**src/rtl/core/wsd_pkg.sv**
```systemverilog
// Shared types and constants of the WAV stream to DAC decoder.
`timescale 1ns / 1ps
`default_nettype none
package wsd_pkg;

  // Input item: restart flag and one stream byte
  typedef struct packed {
    logic       op;
    logic [7:0] data_byte;
  } in_t;

  // Result item
  typedef struct packed {
    logic        sample_valid;
    logic [11:0] sample;
    logic [2:0]  phase;
    logic        file_done;
    logic [31:0] sample_rate;
  } out_t;

  // Classified item from the parser to the sample stage
  typedef struct packed {
    logic            sample_valid;
    logic            is8;
    logic            stereo;
    logic [3:0][7:0] frame;
    logic [2:0]      phase;
    logic            file_done;
    logic [31:0]     sample_rate;
  } job_t;

  // Operation codes of the input item
  localparam logic OP_BYTE    = 1'b0;
  localparam logic OP_RESTART = 1'b1;

  // Reported phase codes
  localparam logic [2:0] PHASE_RIFF = 3'd0;
  localparam logic [2:0] PHASE_CHDR = 3'd1;
  localparam logic [2:0] PHASE_BODY = 3'd2;
  localparam logic [2:0] PHASE_PLAY = 3'd3;
  localparam logic [2:0] PHASE_BAD  = 3'd4;

  // Tags, little-endian byte order
  localparam logic [31:0] RIFF_TAG = 32'h4646_4952;
  localparam logic [31:0] WAVE_TAG = 32'h4556_4157;
  localparam logic [31:0] ID_FMT   = 32'h2074_6D66;
  localparam logic [31:0] ID_DATA  = 32'h6174_6164;

  // Format constants
  localparam logic [15:0] FMT_PCM    = 16'd1;
  localparam logic [15:0] BITS_8     = 16'd8;
  localparam logic [15:0] BITS_16    = 16'd16;
  localparam logic [15:0] CH_MONO    = 16'd1;
  localparam logic [15:0] CH_STEREO  = 16'd2;
  localparam logic [15:0] ALIGN_MAX  = 16'd4;
  localparam int unsigned FMT_BYTES  = 16;

  // Volume register
  localparam int unsigned VOL_W     = 5;
  localparam logic [4:0]  VOL_RESET = 5'd1;
  localparam logic [4:0]  VOL_LIMIT = 5'd16;

  // Sample arithmetic
  localparam logic [11:0] DAC_MAX = 12'hFFF;

endpackage
`default_nettype wire

```
**src/rtl/core/wsd_fifo.sv**
```systemverilog
// Small first-in first-out queue of fixed-width entries.
`timescale 1ns / 1ps
`default_nettype none
module wsd_fifo #(
  parameter int unsigned WIDTH = 8,
  parameter int unsigned DEPTH = 2
) (
  input  wire logic             clk_i,
  input  wire logic             rst_ni,
  input  wire logic             push_i,
  input  wire logic [WIDTH-1:0] wdata_i,
  output logic                  full_o,
  input  wire logic             pop_i,
  output logic [WIDTH-1:0]      rdata_o,
  output logic                  empty_o
);

  localparam int unsigned PW = $clog2(DEPTH);
  localparam int unsigned CW = $clog2(DEPTH + 1);
  localparam logic [PW-1:0] PtrLast = PW'(DEPTH - 1);
  localparam logic [CW-1:0] CntFull = CW'(DEPTH);

  logic [WIDTH-1:0] mem_q [DEPTH];
  logic [PW-1:0]    wr_ptr_q, wr_ptr_d;
  logic [PW-1:0]    rd_ptr_q, rd_ptr_d;
  logic [CW-1:0]    cnt_q, cnt_d;
  logic             do_push, do_pop;

  assign full_o  = (cnt_q == CntFull);
  assign empty_o = (cnt_q == '0);
  assign do_push = push_i && !full_o;
  assign do_pop  = pop_i && !empty_o;
  assign rdata_o = mem_q[rd_ptr_q];

  // Advance pointers and fill count
  always_comb begin
    wr_ptr_d = wr_ptr_q;
    rd_ptr_d = rd_ptr_q;
    cnt_d    = cnt_q;
    if (do_push) begin
      wr_ptr_d = (wr_ptr_q == PtrLast) ? '0 : wr_ptr_q + PW'(1);
    end
    if (do_pop) begin
      rd_ptr_d = (rd_ptr_q == PtrLast) ? '0 : rd_ptr_q + PW'(1);
    end
    if (do_push && !do_pop) begin
      cnt_d = cnt_q + CW'(1);
    end else if (do_pop && !do_push) begin
      cnt_d = cnt_q - CW'(1);
    end
  end

  always_ff @(posedge clk_i or negedge rst_ni) begin
    if (!rst_ni) begin
      wr_ptr_q <= '0;
      rd_ptr_q <= '0;
      cnt_q    <= '0;
    end else begin
      wr_ptr_q <= wr_ptr_d;
      rd_ptr_q <= rd_ptr_d;
      cnt_q    <= cnt_d;
    end
  end

  // Store entries
  always_ff @(posedge clk_i) begin
    if (do_push) begin
      mem_q[wr_ptr_q] <= wdata_i;
    end
  end

endmodule
`default_nettype wire

```
**src/rtl/core/wsd_front.sv**
```systemverilog
// Front end: parses the RIFF/WAVE byte stream and collects PCM frames.
`timescale 1ns / 1ps
`default_nettype none
module wsd_front #(
  parameter int unsigned MAX_CHUNK = 18
) (
  input  wire logic         clk_i,
  input  wire logic         rst_ni,
  input  wire logic         accept_i,
  input  wire wsd_pkg::in_t in_i,
  output wsd_pkg::job_t     job_o
);

  localparam int unsigned IW = $clog2(MAX_CHUNK + 1);
  localparam logic [31:0]   MaxLen   = 32'(MAX_CHUNK);
  localparam logic [IW-1:0] IdxTag1  = IW'(4);
  localparam logic [IW-1:0] IdxSize  = IW'(8);
  localparam logic [IW-1:0] IdxLast  = IW'(11);
  localparam logic [IW-1:0] IdxFmt   = IW'(wsd_pkg::FMT_BYTES);
  localparam logic [IW-1:0] IdxMax   = IW'(MAX_CHUNK);

  typedef enum logic [4:0] {
    PH_RIFF = 5'b00001,
    PH_CHDR = 5'b00010,
    PH_BODY = 5'b00100,
    PH_PLAY = 5'b01000,
    PH_BAD  = 5'b10000
  } phase_e;

  phase_e          phase_q, phase_d;
  logic [IW-1:0]   idx_q, idx_d;
  logic [31:0]     pos_q, pos_d;
  logic [31:0]     riff_q, riff_d;
  logic            match_q, match_d;
  logic [31:0]     id_q, id_d;
  logic [31:0]     len_q, len_d;
  logic [7:0]      fmt_q [wsd_pkg::FMT_BYTES];
  logic [7:0]      fmt_d [wsd_pkg::FMT_BYTES];
  logic [3:0][7:0] frame_q, frame_d;
  logic [2:0]      fcnt_q, fcnt_d;

  logic [7:0]      b;
  logic [15:0]     fmt_tag, fmt_ch, fmt_ba, fmt_bits;
  logic            fmt_ok;
  logic [2:0]      hb;
  logic [IW:0]     idx_inc;
  logic [3:0][7:0] fill;
  logic [2:0]      fcnt_n;
  logic            restart;
  logic            frame_done;
  logic            done;
  logic [2:0]      phase_code;

  assign b        = in_i.data_byte;
  assign fmt_tag  = {fmt_q[1], fmt_q[0]};
  assign fmt_ch   = {fmt_q[3], fmt_q[2]};
  assign fmt_ba   = {fmt_q[13], fmt_q[12]};
  assign fmt_bits = {fmt_q[15], fmt_q[14]};
  assign hb       = idx_q[2:0];
  assign idx_inc  = {1'b0, idx_q} + {{IW{1'b0}}, 1'b1};
  assign fcnt_n   = fcnt_q + 3'd1;

  // Check the stored format at the data chunk header
  assign fmt_ok = (fmt_tag == wsd_pkg::FMT_PCM) &&
                  ((fmt_ch == wsd_pkg::CH_MONO) || (fmt_ch == wsd_pkg::CH_STEREO)) &&
                  (fmt_ba != '0) && (fmt_ba <= wsd_pkg::ALIGN_MAX) &&
                  ((fmt_bits == wsd_pkg::BITS_8) || (fmt_bits == wsd_pkg::BITS_16));

  // Next parser state for one byte
  always_comb begin
    phase_d    = phase_q;
    idx_d      = idx_q;
    pos_d      = pos_q;
    riff_d     = riff_q;
    match_d    = match_q;
    id_d       = id_q;
    len_d      = len_q;
    fmt_d      = fmt_q;
    frame_d    = frame_q;
    fcnt_d     = fcnt_q;
    fill       = frame_q;
    restart    = 1'b0;
    frame_done = 1'b0;
    done       = 1'b0;
    if (in_i.op == wsd_pkg::OP_RESTART) begin
      restart = 1'b1;
    end else begin
      unique case (phase_q)
        PH_RIFF: begin
          if (idx_q < IdxTag1) begin
            match_d = match_q && (b == wsd_pkg::RIFF_TAG[{idx_q[1:0], 3'b000} +: 8]);
          end else if (idx_q < IdxSize) begin
            riff_d[{idx_q[1:0], 3'b000} +: 8] = b;
          end else begin
            match_d = match_q && (b == wsd_pkg::WAVE_TAG[{idx_q[1:0], 3'b000} +: 8]);
          end
          if (idx_q == IdxLast) begin
            idx_d = '0;
            if (match_d) begin
              phase_d = PH_CHDR;
              pos_d   = 32'd4;
            end else begin
              phase_d = PH_BAD;
            end
          end else begin
            idx_d = idx_inc[IW-1:0];
          end
        end
        PH_CHDR: begin
          pos_d = pos_q + 32'd1;
          if (hb == 3'd0) begin
            id_d  = '0;
            len_d = '0;
          end
          if (!hb[2]) begin
            id_d[{hb[1:0], 3'b000} +: 8] = b;
          end else begin
            len_d[{hb[1:0], 3'b000} +: 8] = b;
          end
          if (hb == 3'd7) begin
            idx_d = '0;
            if (id_d == wsd_pkg::ID_DATA) begin
              if (fmt_ok) begin
                phase_d = PH_PLAY;
                fcnt_d  = '0;
                frame_d = '0;
              end else begin
                phase_d = PH_BAD;
              end
            end else if (len_d > MaxLen) begin
              phase_d = PH_BAD;
            end else if (len_d != '0) begin
              phase_d = PH_BODY;
            end
          end else begin
            idx_d = idx_inc[IW-1:0];
          end
        end
        PH_BODY: begin
          pos_d = pos_q + 32'd1;
          // Keep only the first 16 bytes of the fmt chunk
          if ((id_q == wsd_pkg::ID_FMT) && (idx_q < IdxFmt) && (idx_q < IdxMax)) begin
            fmt_d[idx_q[3:0]] = b;
          end
          if (idx_inc >= {1'b0, len_q[IW-1:0]}) begin
            phase_d = PH_CHDR;
            idx_d   = '0;
          end else begin
            idx_d = idx_inc[IW-1:0];
          end
        end
        PH_PLAY: begin
          pos_d = pos_q + 32'd1;
          fill[fcnt_q[1:0]] = b;
          if ({13'd0, fcnt_n} >= fmt_ba) begin
            frame_done = 1'b1;
            fcnt_d     = '0;
            frame_d    = '0;
            if (pos_d >= riff_q) begin
              done    = 1'b1;
              restart = 1'b1;
            end
          end else begin
            fcnt_d  = fcnt_n;
            frame_d = fill;
          end
        end
        PH_BAD: begin
          // Drop bytes until a restart
        end
        default: begin
          phase_d = PH_BAD;
        end
      endcase
    end
    // Return to the header phase, clear only the format tag of the store
    if (restart) begin
      phase_d  = PH_RIFF;
      idx_d    = '0;
      pos_d    = '0;
      riff_d   = '0;
      match_d  = 1'b1;
      id_d     = '0;
      len_d    = '0;
      fmt_d[0] = '0;
      fmt_d[1] = '0;
      frame_d  = '0;
      fcnt_d   = '0;
    end
  end

  // Encode the reported phase
  always_comb begin
    unique case (phase_d)
      PH_RIFF: phase_code = wsd_pkg::PHASE_RIFF;
      PH_CHDR: phase_code = wsd_pkg::PHASE_CHDR;
      PH_BODY: phase_code = wsd_pkg::PHASE_BODY;
      PH_PLAY: phase_code = wsd_pkg::PHASE_PLAY;
      default: phase_code = wsd_pkg::PHASE_BAD;
    endcase
  end

  // Build the item for the sample stage
  always_comb begin
    job_o.sample_valid = frame_done;
    job_o.is8          = (fmt_bits == wsd_pkg::BITS_8);
    job_o.stereo       = (fmt_ch == wsd_pkg::CH_STEREO);
    job_o.frame        = fill;
    job_o.phase        = phase_code;
    job_o.file_done    = done;
    job_o.sample_rate  = {fmt_d[7], fmt_d[6], fmt_d[5], fmt_d[4]};
  end

  always_ff @(posedge clk_i or negedge rst_ni) begin
    if (!rst_ni) begin
      phase_q <= PH_RIFF;
      idx_q   <= '0;
      pos_q   <= '0;
      riff_q  <= '0;
      match_q <= 1'b1;
      id_q    <= '0;
      len_q   <= '0;
      fmt_q   <= '{default: '0};
      frame_q <= '0;
      fcnt_q  <= '0;
    end else if (accept_i) begin
      phase_q <= phase_d;
      idx_q   <= idx_d;
      pos_q   <= pos_d;
      riff_q  <= riff_d;
      match_q <= match_d;
      id_q    <= id_d;
      len_q   <= len_d;
      fmt_q   <= fmt_d;
      frame_q <= frame_d;
      fcnt_q  <= fcnt_d;
    end
  end

endmodule
`default_nettype wire

```
**src/rtl/core/wsd_back.sv**
```systemverilog
// Back end: turns a collected frame into a 12-bit DAC value with volume.
`timescale 1ns / 1ps
`default_nettype none
module wsd_back #(
  parameter int unsigned VOLUME_SHIFT = 4
) (
  input  wire wsd_pkg::job_t job_i,
  input  wire logic [4:0]  volume_i,
  output wsd_pkg::out_t    res_o
);

  logic [11:0] v0, v1;
  logic [12:0] mix_sum;
  logic [11:0] mix;
  logic [16:0] prod;
  logic [16:0] scaled;
  logic [11:0] level;

  // Unsigned 12-bit value per channel: shift 8-bit, bias 16-bit
  always_comb begin
    if (job_i.is8) begin
      v0 = {job_i.frame[0], 4'b0000};
      v1 = {job_i.frame[1], 4'b0000};
    end else begin
      v0 = {~job_i.frame[1][7], job_i.frame[1][6:0], job_i.frame[0][7:4]};
      v1 = {~job_i.frame[3][7], job_i.frame[3][6:0], job_i.frame[2][7:4]};
    end
  end

  // Average stereo, scale by volume, saturate
  assign mix_sum = {1'b0, v0} + {1'b0, v1};
  assign mix     = job_i.stereo ? mix_sum[12:1] : v0;
  assign prod    = {5'd0, mix} * {12'd0, volume_i};
  assign scaled  = prod >> VOLUME_SHIFT;
  assign level   = (scaled > {5'd0, wsd_pkg::DAC_MAX}) ? wsd_pkg::DAC_MAX : scaled[11:0];

  always_comb begin
    res_o.sample_valid = job_i.sample_valid;
    res_o.sample       = job_i.sample_valid ? level : '0;
    res_o.phase        = job_i.phase;
    res_o.file_done    = job_i.file_done;
    res_o.sample_rate  = job_i.sample_rate;
  end

endmodule
`default_nettype wire

```
**src/rtl/core/wav_stream_to_dac_decoder.sv**
```systemverilog
// Top level of the WAV stream to DAC decoder.
//
//  channel   direction  handshake                 payload
//  input     in         push / full               in_data_i  (op, data_byte)
//  result    out        empty / pop               out_data_o (sample_valid .. sample_rate)
//  config    in         cfg_valid_i / cfg_ready_o cfg_volume_i (volume)
//
// One byte is taken per cycle while full is low; the parser updates its state in the accepting cycle.
// A result is first registered in the parser-to-sample queue; the combinational sample stage
// then writes it into the result queue when that queue has room, from where it is popped.
// Each queue holds two items, so either side may stall without a bubble.
// Reset is asynchronous and active low; it clears the parser and queues and sets the volume to 1.
`timescale 1ns / 1ps
`default_nettype none
module wav_stream_to_dac_decoder #(
  parameter int unsigned MAX_CHUNK    = 18,
  parameter int unsigned VOLUME_SHIFT = 4
) (
  input  wire logic         clk_i,
  input  wire logic         rst_ni,
  input  wire logic         push,
  output logic              full,
  input  wire wsd_pkg::in_t in_data_i,
  input  wire logic         pop,
  output logic              empty,
  output wsd_pkg::out_t     out_data_o,
  input  wire logic         cfg_valid_i,
  output logic              cfg_ready_o,
  input  wire logic [4:0]   cfg_volume_i
);

  localparam int unsigned JobW = $bits(wsd_pkg::job_t);
  localparam int unsigned ResW = $bits(wsd_pkg::out_t);

  logic                accept;
  wsd_pkg::job_t       job_in, job_out;
  logic [JobW-1:0]     job_rdata;
  logic                mid_full, mid_empty, mid_pop;
  wsd_pkg::out_t       res;
  logic [ResW-1:0]     res_rdata;
  logic                out_full;
  logic [4:0]          volume_q, volume_d;

  assign accept      = push && !full;
  assign full        = mid_full;
  assign cfg_ready_o = 1'b1;

  // Clamp volume writes
  assign volume_d = (cfg_volume_i > wsd_pkg::VOL_LIMIT) ? wsd_pkg::VOL_LIMIT : cfg_volume_i;

  always_ff @(posedge clk_i or negedge rst_ni) begin
    if (!rst_ni) begin
      volume_q <= wsd_pkg::VOL_RESET;
    end else if (cfg_valid_i && cfg_ready_o) begin
      volume_q <= volume_d;
    end
  end

  wsd_front #(
    .MAX_CHUNK (MAX_CHUNK)
  ) u_front (
    .clk_i    (clk_i),
    .rst_ni   (rst_ni),
    .accept_i (accept),
    .in_i     (in_data_i),
    .job_o    (job_in)
  );

  wsd_fifo #(
    .WIDTH (JobW),
    .DEPTH (2)
  ) u_mid_q (
    .clk_i   (clk_i),
    .rst_ni  (rst_ni),
    .push_i  (accept),
    .wdata_i (job_in),
    .full_o  (mid_full),
    .pop_i   (mid_pop),
    .rdata_o (job_rdata),
    .empty_o (mid_empty)
  );

  // Move one item to the result queue when it has room
  assign mid_pop = !mid_empty && !out_full;
  assign job_out = wsd_pkg::job_t'(job_rdata);

  wsd_back #(
    .VOLUME_SHIFT (VOLUME_SHIFT)
  ) u_back (
    .job_i    (job_out),
    .volume_i (volume_q),
    .res_o    (res)
  );

  wsd_fifo #(
    .WIDTH (ResW),
    .DEPTH (2)
  ) u_out_q (
    .clk_i   (clk_i),
    .rst_ni  (rst_ni),
    .push_i  (mid_pop),
    .wdata_i (res),
    .full_o  (out_full),
    .pop_i   (pop),
    .rdata_o (res_rdata),
    .empty_o (empty)
  );

  assign out_data_o = wsd_pkg::out_t'(res_rdata);

  // A transfer in leaves the middle queue holding at least one item
  a_mid_holds: assert property (@(posedge clk_i) disable iff (!rst_ni)
    accept |=> !mid_empty)
    else $error("middle queue empty after input transfer");

  // The sample stage never moves an item into a full result queue
  a_no_overrun: assert property (@(posedge clk_i) disable iff (!rst_ni)
    mid_pop |-> !out_full)
    else $error("item moved into full result queue");

  // Volume stays within its clamp after a write
  a_vol_clamp: assert property (@(posedge clk_i) disable iff (!rst_ni)
    (cfg_valid_i && cfg_ready_o) |=> (volume_q <= wsd_pkg::VOL_LIMIT))
    else $error("volume above limit");

endmodule
`default_nettype wire
```
**config.mk**
```make
export PLATFORM = sky130hd
export DESIGN_NAME = wav_stream_to_dac_decoder
export DESIGN_NICKNAME = d
export VERILOG_FILES = /design/src/rtl/core/wsd_pkg.sv /design/src/rtl/core/wsd_fifo.sv /design/src/rtl/core/wsd_front.sv /design/src/rtl/core/wsd_back.sv /design/src/rtl/core/wav_stream_to_dac_decoder.sv
export SDC_FILE = /design/constraint.sdc
export NUM_CORES = 1
export LEC_CHECK = 0
export BUFFER_PORTS_ARGS = -buffer_cell sky130_fd_sc_hd__buf_2
export CAP_MARGIN = 25
export CORE_ASPECT_RATIO = 1.2
export CORE_MARGIN = 4
export CORE_UTILIZATION = 39
export CTS_CLUSTER_DIAMETER = 100
export CTS_CLUSTER_SIZE = 8
export DETAILED_ROUTE_END_ITERATION = 8
export SLEW_MARGIN = 20
export SYNTH_ARGS = -nofsm -noshare
export SYNTH_HDL_FRONTEND = slang
export SYNTH_SLANG_ARGS = --single-unit
```
**constraint.sdc**
```tcl
create_clock -name clk_i -period 15 [get_ports clk_i]
set_input_delay 1.5 -clock clk_i [delete_from_list [all_inputs] [get_ports clk_i]]
set_output_delay 1.5 -clock clk_i [all_outputs]
set_load 0.05 [all_outputs]
```
Word-level counts from Yosys, hierarchy flattened. Memories as Yosys holds them, arrays and structs flattened. Index checks and enable logic that the tools add are counted. W data, S select, Z words.

$lt $le $gt $ge: 15. $mul: 1. Equality and inequality tests: 29. Add/subtract/negate cells: 13. Shift-type cells: 4. Reduce and logical (&&, ||, !) cells: 55. Muxes and demuxes: 108. Bitwise gates (word level): 4.

Operators with widths (count): $mux W32 (35); $mux W128 (3); $bwmux W128 (1); $bwmux W32 (4); $pmux W32 S2 (2); $mux W5 (16); $shiftx A32 B6 Y8 const A (2); $mux W12 (5); $add A32 B1 Y32 const B (1); $demux W8 S4 (1); $eq A16 B1 Y1 const B (2); $eq A32 B30 Y1 const B (1); $eq A32 B31 Y1 const B (1); $ge A32 B32 Y1 (1); $gt A32 B5 Y1 const B (1); $reduce_bool A32 Y1 (1); $shift A8 B7 Y32 const A (1); $shiftx A8 B7 Y32 (1); $mux W1 (23); $logic_and A1 B1 Y1 (20); $pmux W5 S4 (1); $mux W3 (6); $mul A12 B5 Y17 (1); $demux W8 S2 (1); other kinds (54) (98).

Bits in writable memories: 240. Memories: 2. Register bits after elaboration: 315.

Memory list: u_mid_q.mem_q (words 2, bits a word 71, read ports 1, clocked after Yosys merged registers in 0, wr ports 1, line wsd_fifo.sv:23) `logic [WIDTH-1:0] mem_q [DEPTH];`; u_out_q.mem_q (words 2, bits a word 49, read ports 1, clocked after Yosys merged registers in 0, wr ports 1, line wsd_fifo.sv:23).

Longest topological paths before layout. Gate-level depths: netlist (run 1).

Word-level depth: 18. Mapped depth: 31. Gate-level depth less buffers: 27.

By module. From an unflattened synthesis (run 1), not the netlist that was laid out.

Cell total of the unflattened synthesis: 2348. Area, all modules: 28404.7 µm².

Modules (own cells, without submodules): wsd_front (seq. area each 6759.0 µm², times used 1, area each 15227.1 µm², cells each 1482); wsd_fifo at u_mid_q (seq. area each 4364.2 µm², times used 1, area each 5670.4 µm², cells each 240); wsd_fifo at u_out_q (seq. area each 3042.9 µm², times used 1, area each 3986.3 µm², cells each 172); wsd_back (seq. area each 0.0 µm², times used 1, area each 3281.9 µm², cells each 431); wav_stream_to_dac_decoder (seq. area each 126.4 µm², times used 1, area each 239.0 µm², cells each 23).

Worst setup path after synthesis (run 1). No wires, ideal clock.

Path kind: flip-flop to flip-flop. Start point: reg u_mid_q.rd_ptr_q. End point: mem u_out_q.mem_q[0][36] (netlist bit) (data pin). Slack: 8.288 ns. Path buffers: 5. Library setup time: 0.282 ns. Stages on the path, launching flop included: 32. Arrival: 6.430 ns. Cell sequence: dfrtp_1 -> buf_6 -> clkbuf_1 -> buf_1 -> clkbuf_1 -> nand3_1 -> o21ai_0 -> inv_1 -> fa_1 -> nor2b_1 -> o21ai_0 -> a21boi_0 -> o21ai_0 -> a21oi_1 -> o31a_1 -> o21a_1 -> o211ai_1 -> a21oi_1 -> fa_1 -> fa_1 -> inv_1 -> fa_1 -> inv_1 -> ha_1 -> o21a_1 -> nor2_1 -> nor2b_1 -> a2bb2oi_1 -> a41oi_2 -> xnor2_1 -> buf_6 -> a21oi_2.

RTL lines: from (decl) (line wsd_fifo.sv:25) `logic [PW-1:0] rd_ptr_q, rd_ptr_d;`; from (signal assigned) (line wsd_fifo.sv:60) `rd_ptr_q <= rd_ptr_d;`; to (decl) (line wsd_fifo.sv:23).

==> results of run 1 <==
per-layer routing:
layer  vias up  global-route usage, %  share of wire [%]
met5         -                      0                  0
met4         0                   5.88                2.6
met3       110                   2.78                5.2
met2       553                   31.5                 50
met1      9232                   23.2                 42
li1       8609                      -                  -
logic make-up (layout without fill, tap and decap cells):
kind of cell    Yosys count  count (layout)  synth area share [%]
xor+xnor                 66              66                  2.15
mux                     252             252                  10.4
other cells               1               2                0.0139
buf+inv                 262             360                  3.86
simple gates            567             567                  11.3
compound gates          511             511                  14.0
fa+ha+maj               121             121                  6.46
flops                   511             511                  51.8
report_power, final:
group | total, uW | switching [uW] | internal, uW
Clock | 1550 | 632 | 923
Combinational | 2250 | 1510 | 739
Sequential | 1950 | 123 | 1830
Total | 5750 | 2260 | 3490
worst max-delay path: stages (launching register included):
cell,delay (ns)
edfxtp_1,0.98
nor2b_1,0.23
a22o_1,0.32
ha_1,0.33
nor2b_1,0.15
o21ai_0,0.21
a21boi_0,0.15
o21ai_0,0.27
a21oi_1,0.14
o31a_1,0.33
o31ai_1,0.51
and2_1,0.24
fa_1,0.46
fa_1,0.54
inv_1,0.05
fa_1,0.53
inv_1,0.04
ha_1,0.22
nor4_1,0.45
o211ai_2,0.20
a41oi_2,0.22
xnor2_1,0.13
buf_4,0.24
o221ai_1,0.16
synth_stat cells (14+ instances only):
| cell | instances | share of area, % |
|---|---|---|
| nand3_1 | 44 | 0.82 |
| mux2_2 | 229 | 9.6 |
| a32o_1 | 16 | 0.59 |
| ha_1 | 91 | 4.2 |
| a31oi_1 | 37 | 0.86 |
| nor2b_1 | 42 | 0.98 |
| nor2_1 | 88 | 1.2 |
| nand4_1 | 29 | 0.67 |
| dfrtp_1 | 276 | 26 |
| edfxtp_1 | 232 | 26 |
| nand2_1 | 112 | 1.6 |
| o2bb2ai_1 | 23 | 0.75 |
| mux2i_1 | 22 | 0.82 |
| o21ai_0 | 81 | 1.5 |
| xnor2_1 | 43 | 1.4 |
| nor4_1 | 28 | 0.65 |
| and3_1 | 14 | 0.33 |
| xor2_1 | 23 | 0.75 |
| a22o_1 | 95 | 3.1 |
| fa_1 | 30 | 2.2 |
| a22oi_1 | 16 | 0.45 |
| a21oi_1 | 60 | 1.1 |
| and2_1 | 49 | 1.1 |
| nor3_1 | 81 | 1.5 |
| a211oi_1 | 43 | 1.2 |
| a21o_1 | 26 | 0.72 |
| buf_1 | 18 | 0.25 |
| clkbuf_1 | 92 | 1.3 |
| nand2b_1 | 17 | 0.39 |
| inv_1 | 129 | 1.8 |
stage by stage:
step	setup slack, ns	power [uW]
after global placement	7.86	4180
after floorplan	8.29	3660
final	7.58	5750
after global routing	7.09	6110
after detailed placement	7.64	4240
after CTS	7.61	5830
final cells by class:
cell class                 count  area [um^2]  area share (%)
antenna                        1         2.50         0.00823
clock buffer                 120         2000            6.58
clock inverter                 7          200           0.658
inverter                     130          488            1.60
multi-input combinational   1518        12000            39.4
sequential                   511        14000            45.9
tap                          909         1140            3.74
timing repair buffer         103          652            2.14
worst paths after layout:
kind / start / to / slack, ns / depth (start not counted)
setup / recovery: u_mid_q.mem_q[1][69]$_DFFE_PP_ / u_out_q.mem_q[0][44]$_DFFE_PP_ / 7.58 / 23
hold / removal: u_front.match_q$_DFFE_PN1P_ / u_front.match_q$_DFFE_PN1P_ / 0.48 / 2
setup reg to reg: u_mid_q.mem_q[1][69]$_DFFE_PP_ / u_out_q.mem_q[0][44]$_DFFE_PP_ / 7.58 / 23
hold reg to reg: u_front.match_q$_DFFE_PN1P_ / u_front.match_q$_DFFE_PN1P_ / 0.48 / 2
max in group asynchronous: rst_ni / u_front.riff_q[21]$_DFFE_PN0P_ / 12.12 / 4
min in group asynchronous: rst_ni / u_front.riff_q[14]$_DFFE_PN0P_ / 0.90 / 1
state kept, by name, summed over array words and instances, names as in the netlist, 3 cells and up:
register,flops
u_front.fmt_q,48
volume_q,5
u_mid_q.mem_q,134
u_front.riff_q,32
u_front.idx_q,5
u_front.fmt_ba,16
u_front.phase_q,5
u_front.fcnt_q,3
u_front.len_q,32
u_front.fmt_ch,16
u_front.pos_q,32
u_front.id_q,32
u_front.frame_q,28
u_out_q.mem_q,98
u_front.fmt_bits,16
placed cells by master, fill, tap and decap left out, types with 7 or more instances in the layout:
| master | n |
|---|---|
| nand4_1 | 29 |
| or2_2 | 7 |
| a21oi_1 | 60 |
| a21o_1 | 26 |
| clkbuf_16 | 73 |
| and2_1 | 48 |
| xor2_1 | 23 |
| nand3_1 | 44 |
| nor2_1 | 86 |
| edfxtp_1 | 232 |
| a21oi_2 | 11 |
| inv_1 | 129 |
| buf_2 | 69 |
| o2bb2ai_1 | 23 |
| clkbuf_1 | 47 |
| ha_1 | 91 |
| nor4_1 | 28 |
| a211oi_1 | 42 |
| o21ai_0 | 81 |
| a22oi_1 | 16 |
| a22o_1 | 95 |
| mux2_2 | 229 |
| nand2_1 | 112 |
| nor3_1 | 79 |
| buf_4 | 29 |
| xnor2_1 | 43 |
| dfrtp_1 | 274 |
| o21ai_2 | 9 |
| a32o_1 | 16 |
| fa_1 | 30 |
| nand2b_1 | 17 |
| a31oi_1 | 37 |
| o21ai_1 | 12 |
| mux2i_1 | 21 |
| nor2b_1 | 42 |
| and3_1 | 13 |
==> results_dict.tcl, run 1 <==
set metrics [dict create \
    cp.arrival_ns 7.75 \
    synth_edf_count 232 \
    placed_area_um2 28200 \
    core_um2 68400 \
    synth_cell_type_count 93 \
    ant_nets 0 \
    rows 105 \
    syn_area_um2 26900 \
    critical_path_class "reg2reg" \
    drc 0 \
    period_minus_slack_ns 7.42 \
    maxSlewViolCount 0 \
    clock-sinks 511 \
    ctsHoldBuffers 0 \
    hpwlAfterDp_um 43500 \
    antenna_found_initial 0 \
    die_area_um2 73400 \
    syn-instance-count 2291 \
    hold_violations 0 \
    via_per_inst 5.61 \
    cts_setup_buffers 0 \
    drt_iter0_markers 1428 \
    hold_ws_ns 0.476 \
    status "completed" \
    power_density_nw_per_um2 189 \
    rsz0062_at_grt "false" \
    dieWidth_um 248 \
    final_util_pct 44.4 \
    seq_area_frac_synth_pct 51.8 \
    path_max_fanout 20 \
    cts_buffer_depth 3 \
    synth-main-ff-cell "dfrtp_1" \
    end_kind "flip-flop" \
    clock.fmax_mhz 135 \
    finalSetupViolCount 0 \
    vias 18500 \
    firstDrtPassIters 6 \
    cts_max_level 3 \
    grt_use_total_pct 18.1 \
    stdcell_area_um2 30400 \
    power.leakage_uw 0.0126 \
    grt_max_degree 82 \
    wire_per_inst_um 20.0 \
    layout-area-overhead-vs-synth_pct 12.9 \
    drive_gt1_share_pct 20.2 \
    place_congestion 0.889 \
    timing.final.crit_share_pct 49.4 \
    fin_skew_ns 0.0528 \
    numPortBuffers 69 \
    nets 2477 \
    fillers 6128 \
    ys_seq_elements 511 \
    synthArstFlopShare_pct 54.6 \
    yosys_warnings 0 \
    numCtsBuffers 73 \
    ctsResizeCount 0 \
    dp.cells 3169 \
    path_clk_slew_ns 0.05 \
    postSynthNetCount 2431 \
    critPathLaunchType "flip-flop" \
    clock_latency_ns 0.63 \
    irDropWorstVdd_mv 0.232 \
    worstMarginPinSlew_ns 1.08 \
    io_pins 71 \
    grt_pass1_wl_um 106000 \
    cts_tree "done" \
    final_cells 3299 \
    grt_pass1_vias 19200 \
    overflow 0 \
    fin_setup_tns_ns 0 \
    cts_root_buf "clkbuf_16" \
    critPathRequiredTime_ns 15.34 \
    relSlewSlack_pct 28.3 \
    wl_um 66100 \
    initial_core_util_pct 39.4 \
    synth_area_per_cell_um2 11.8 \
    hold_path.class "reg2reg" \
    max-cap-violations 0 \
    die_h_um 296 \
]
Power figures use the tool's default switching activity.
==> run 2, diff against run 1 <==
- clock period: 15 -> 6.8 ns (I/O delays scaled with it)
==> run 2 against run 1 <==
  * Clock skew fell by 0.0057 ns
  * Flip-flop and latch count unchanged
  * Hold slack lost 0.37 ns
  * Clock power increased by 120%
  * Die area is the same
  * Combinational power grew 120%
  * Highest routed layer unchanged
  * Sequential power up 120%
==> results_dict.tcl, run 2 (synthesized netlist as in run 1, its figures left out) <==
set metrics [dict create \
    wire_per_inst_um 20.1 \
    cts_root_buf "clkbuf_16" \
    cp.buffers_inverters 3 \
    period_minus_slack_ns 6.46 \
    dp.cells 3170 \
    firstDrtPassIters 5 \
    clock-sinks 511 \
    numCtsBuffers 73 \
    max-cap-violations 0 \
    end_kind "flip-flop" \
    grt_pass1_vias 19300 \
    register_area_um2 14000 \
    seq_power_share_pct 33.5 \
    hpwlAfterDp_um 43800 \
    switching_share_pct 39.2 \
    via_per_inst 5.63 \
    critical_path_class "reg2reg" \
    fin_skew_ns 0.0471 \
    power.leakage_uw 0.0126 \
    drive_gt1_share_pct 20.7 \
    crit_path_max_incr_delay_ns 0.55 \
    maxSlewViolCount 0 \
    place_congestion 0.877 \
    critPathRequiredTime_ns 7.13 \
    final_cells 3295 \
    fin_setup_tns_ns 0 \
    p_comb_share_pct 39.9 \
    rows 105 \
    regMostFlops "u_mid_q.mem_q" \
    hold_path.class "in2async" \
    hold_violations 0 \
    path_delay_family "compound AO/OA/AOI/OAI gates" \
    worstMarginPinSlew_ns 1.06 \
    timing.final.crit_share_pct 95.1 \
    cts_max_level 3 \
    dieWidth_um 248 \
    status "completed" \
    clkPwrFrac_pct 26.6 \
    overflow 0 \
    largest_registers "u_mid_q.mem_q (134), u_out_q.mem_q (98), u_front.fmt_q (48)" \
    p_int_uw 7710 \
    numPortBuffers 69 \
    ctsHoldBuffers 0 \
    grt_pass1_wl_um 105000 \
    antenna_found_initial 0 \
    finalSetupViolCount 0 \
    grt_use_total_pct 18.0 \
    diodes 0 \
    wl_um 66100 \
    layout_common_cells "274 x dfrtp_1, 232 x edfxtp_1, 229 x mux2_2" \
    critPathLaunchType "flip-flop" \
    final_common_cell "dfrtp_1" \
    power_density_nw_per_um2 417 \
    cp.arrival_ns 6.79 \
    multi_input_area_um2 12000 \
    switching_power_uw 4970 \
    ant_nets 0 \
    initial_core_util_pct 39.4 \
    clock.fmax_mhz 155 \
    setup_slack_ns 0.336 \
    path_max_fanout 12 \
    io_pins 71 \
    cpMaxStageDelayCell "fa_1" \
    nets 2480 \
    fillers 6256 \
    irDropWorstVdd_mv 0.463 \
    core_um2 68400 \
    clock_latency_ns 0.63 \
    hold_ws_ns 0.107 \
    final_util_pct 44.5 \
    vias 18600 \
    path_clk_slew_ns 0.05 \
    crit_top_cell "fa_1" \
    die_area_um2 73400 \
    cts_buffer_depth 3 \
    relSlewSlack_pct 29.6 \
    die_h_um 296 \
    post-place-ws_ns -0.0940 \
    cts_tree "done" \
    largest_reg_flops 134 \
    grt_max_degree 106 \
    drc 0 \
    layout-area-overhead-vs-synth_pct 12.9 \
    drt_iter0_markers 1255 \
]
run 2: cell types whose count changed in the layout (fill, tap and decap cells not counted), moves of 2 or more:
| cell | before | now |
|---|---|---|
| a21oi_1 | 60 | 58 |
| a21oi_2 | 11 | 13 |
| o21ai_1 | 12 | 16 |
| nor4_1 | 28 | 26 |
| buf_6 | 1 | 3 |
| clkbuf_1 | 47 | 41 |
| o21ai_0 | 81 | 77 |
| clkinv_16 | 6 | 4 |
run 2: per-stage QoR:
step	total power (uW)	area (um^2)
after detailed placement	9310	28200
after floorplan	8080	26900
after CTS	12800	30300
final	12700	30400
after global placement	9230	28200
after global routing	13400	30400
run 2: area by class of cell:
class / instances / share of cell area, %
timing repair buffer: 106 / 2.18
clock buffer: 114 / 6.51
clock inverter: 7 / 0.543
tap: 909 / 3.74
sequential: 511 / 45.9
multi-input combinational: 1518 / 39.6
inverter: 130 / 1.60
run 2: worst paths after layout:
check	start	to	slack [ns]	cells after the start
max	u_mid_q.rd_ptr_q$_DFFE_PN0P_	u_out_q.mem_q[1][44]$_DFFE_PP_	0.34	26
min	rst_ni	u_front.pos_q[20]$_DFFE_PN0P_	0.11	1
max reg2reg	u_mid_q.rd_ptr_q$_DFFE_PN0P_	u_out_q.mem_q[1][44]$_DFFE_PP_	0.34	26
min reg2reg	u_front.len_q[18]$_DFFE_PN0P_	u_front.len_q[18]$_DFFE_PN0P_	0.49	1
max in group asynchronous	rst_ni	u_front.fmt_ch[1]$_DFFE_PN0P_	5.39	2
min in group clk_i	cfg_valid_i	volume_q[0]$_DFFE_PN1P_	0.34	2
run 2: routing by layer:
layer / up-vias / global-route usage (%) / share of wire (%)
li1: 8607 / - / -
met1: 9196 / 22.0 / 41
met2: 575 / 31.8 / 50
met3: 179 / 3.14 / 5.4
met4: 0 / 6.70 / 3.4
met5: - / 0 / 0
run 2: timing repair:
item	in CTS	in global routing
pin swaps	0	1
buffers inserted	0	1
gates resized for setup	2	17
endpoints found under the setup margin	24	24
run 2: power by group through the flow:
stage / Sequential (uW) / Clock [uW] / Combinational (uW)
after global routing: 4300 / 3590 / 5540
after detailed placement: 4290 / 0 / 5020
final: 4250 / 3370 / 5060
after CTS: 4250 / 3470 / 5060
after global placement: 4270 / 0 / 4960
after floorplan: 4230 / 0 / 3850
==> run 3, diff against run 2 <==
==> constraint.sdc (replaced) <==
create_clock -name clk_i -period 6.8 [get_ports clk_i]
set_input_delay 2.04 -clock clk_i [delete_from_list [all_inputs] [get_ports clk_i]]
set_output_delay 2.04 -clock clk_i [all_outputs]
set_load 0.05 [all_outputs]
==> run 3 against run 2 <==
  * Sequential share of layout area is 0.12 points lower
  * First-iteration DRC count increased by 7.2%
  * Clock skew about the same
  * Setup slack worse by 0.0082 ns
  * Register-to-register slack hardly changed
  * Non-clock buffer count rose by 4
  * Highest routed layer is now met5
==> results_dict.tcl, run 3 (synthesized netlist as in run 1, its figures left out) <==
set metrics [dict create \
    wire_per_inst_um 20.4 \
    grt_max_degree 125 \
    regMostFlops "u_mid_q.mem_q" \
    setup_slack_ns 0.328 \
    dp.cells 3172 \
    firstDrtPassIters 7 \
    cp.buffers_inverters 3 \
    die_area_um2 73400 \
    layout-area-overhead-vs-synth_pct 13.3 \
    drive_gt1_share_pct 20.8 \
    r2r_setup_slack_ns 0.33 \
    clock_latency_ns 0.63 \
    via_per_inst 5.62 \
    critPathLaunchType "flip-flop" \
    period_minus_slack_ns 6.47 \
    relSlewSlack_pct 31.6 \
    largest_registers "u_mid_q.mem_q (134), u_out_q.mem_q (98), u_front.fmt_q (48)" \
    ant_nets 0 \
    fin_skew_ns 0.0469 \
    numPortBuffers 69 \
    fillers 6263 \
    drc 0 \
    layout_common_cells "274 x dfrtp_1, 232 x edfxtp_1, 229 x mux2_2" \
    final_cells 3304 \
    crit_top_cell "fa_1" \
    reg2regPathDepth 26 \
    drt_iter0_markers 1345 \
    cts_root_buf "clkbuf_16" \
    numCtsBuffers 73 \
    grt_pass1_wl_um 107000 \
    finalSetupViolCount 0 \
    rr_startpoint "u_mid_q.rd_ptr_q$_DFFE_PN0P_" \
    hold_ws_ns 0.481 \
    crit_path_max_incr_delay_ns 0.54 \
    cts_tree "done" \
    cts_buffer_depth 3 \
    cp.arrival_ns 6.78 \
    cpMaxStageDelayCell "fa_1" \
    initial_core_util_pct 39.4 \
    diodes 0 \
    rows 105 \
    hpwlAfterDp_um 45200 \
    path_delay_family "compound AO/OA/AOI/OAI gates" \
    power_density_nw_per_um2 417 \
    grt_pass1_vias 19300 \
    clock.fmax_mhz 155 \
    path_clk_slew_ns 0.05 \
    worstMarginPinSlew_ns 1.03 \
    hold_path.class "reg2reg" \
    max-cap-violations 0 \
    fin_setup_tns_ns 0 \
    cts_max_level 3 \
    overflow 0 \
    final_common_cell "dfrtp_1" \
    wl_um 67400 \
    min_to "u_front.id_q[29]$_DFFE_PN0P_" \
    path_max_fanout 12 \
    hold_start "u_front.id_q[29]$_DFFE_PN0P_" \
    critPathRequiredTime_ns 7.11 \
    nets 2484 \
    die_h_um 296 \
    grt_use_total_pct 18.4 \
    critical_path_class "reg2reg" \
    rsz0062_at_grt "false" \
    register_area_um2 14000 \
    maxSlewViolCount 0 \
    timing.final.crit_share_pct 95.2 \
    irDropWorstVdd_mv 0.383 \
    whs_path_depth 1 \
    largest_reg_flops 134 \
    core_um2 68400 \
    power.leakage_uw 0.0127 \
    antenna_found_initial 1 \
    dieWidth_um 248 \
    multi_input_area_um2 12000 \
    status "completed" \
    io_pins 71 \
    clock-sinks 511 \
    timing.rr.end "u_out_q.mem_q[0][44]$_DFFE_PP_" \
    cts_setup_buffers 0 \
    hold_violations 0 \
    end_kind "flip-flop" \
    ctsHoldBuffers 0 \
    place_congestion 0.891 \
    vias 18600 \
    post-place-ws_ns -0.129 \
]
==> run 3: timing repair <==
action                                  in CTS  in global routing
resized for setup                            2                 14
endpoints found under the setup margin      24                 24
cloned                                       0                  0
hold endpoints to repair                     0                  0
==> run 3: stage by stage <==
step	utilization [%]	instance area, um^2	power, uW
4_1_cts	44.3	30400	12800
6_report	44.6	30500	12700
5_1_grt	44.6	30500	13500
3_3_place_gp	41.2	28200	9250
3_5_place_dp	41.2	28200	9330
2_1_floorplan	-	26900	8080
==> run 3: worst max path at each step <==
stage	end	start	cells after the start
global placement	u_out_q.mem_q[0][44]$_DFFE_PP_	u_mid_q.rd_ptr_q$_DFFE_PN0P_	23
finish	u_out_q.mem_q[0][44]$_DFFE_PP_	u_mid_q.rd_ptr_q$_DFFE_PN0P_	26
detailed placement	u_out_q.mem_q[1][44]$_DFFE_PP_	u_mid_q.mem_q[0][69]$_DFFE_PP_	23
global route	u_out_q.mem_q[0][44]$_DFFE_PP_	u_mid_q.mem_q[0][69]$_DFFE_PP_	26
floorplan	u_out_q.mem_q[0][36]$_DFFE_PP_	u_mid_q.rd_ptr_q$_DFFE_PN0P_	31
CTS	u_out_q.mem_q[0][44]$_DFFE_PP_	u_mid_q.mem_q[0][69]$_DFFE_PP_	26
==> run 3: cell type report <==
type                    count  share of cell area, %
clock inverters             7                  0.521
repair buffers            110                   2.48
inverters                 130                   1.60
clock buffers             119                   6.55
well taps                 909                   3.73
flip-flops and latches    511                   45.7
multi-input cells        1518                   39.4
==> run 3: metal layers <==
layer  global-route usage [%]  vias to the layer above  routed length, um
met4                     6.63                        2               1940
met2                     32.1                      536              33900
met1                     23.2                     9273              28100
met3                     2.78                      149               3520
li1                         -                     8608                  -
met5                        0                        -                 12
==> run 3: power by group <==
group | total, uW | switching [uW] | internal (uW)
Combinational | 5070 | 3400 | 1670
Clock | 3400 | 1370 | 2030
Sequential | 4260 | 222 | 4040
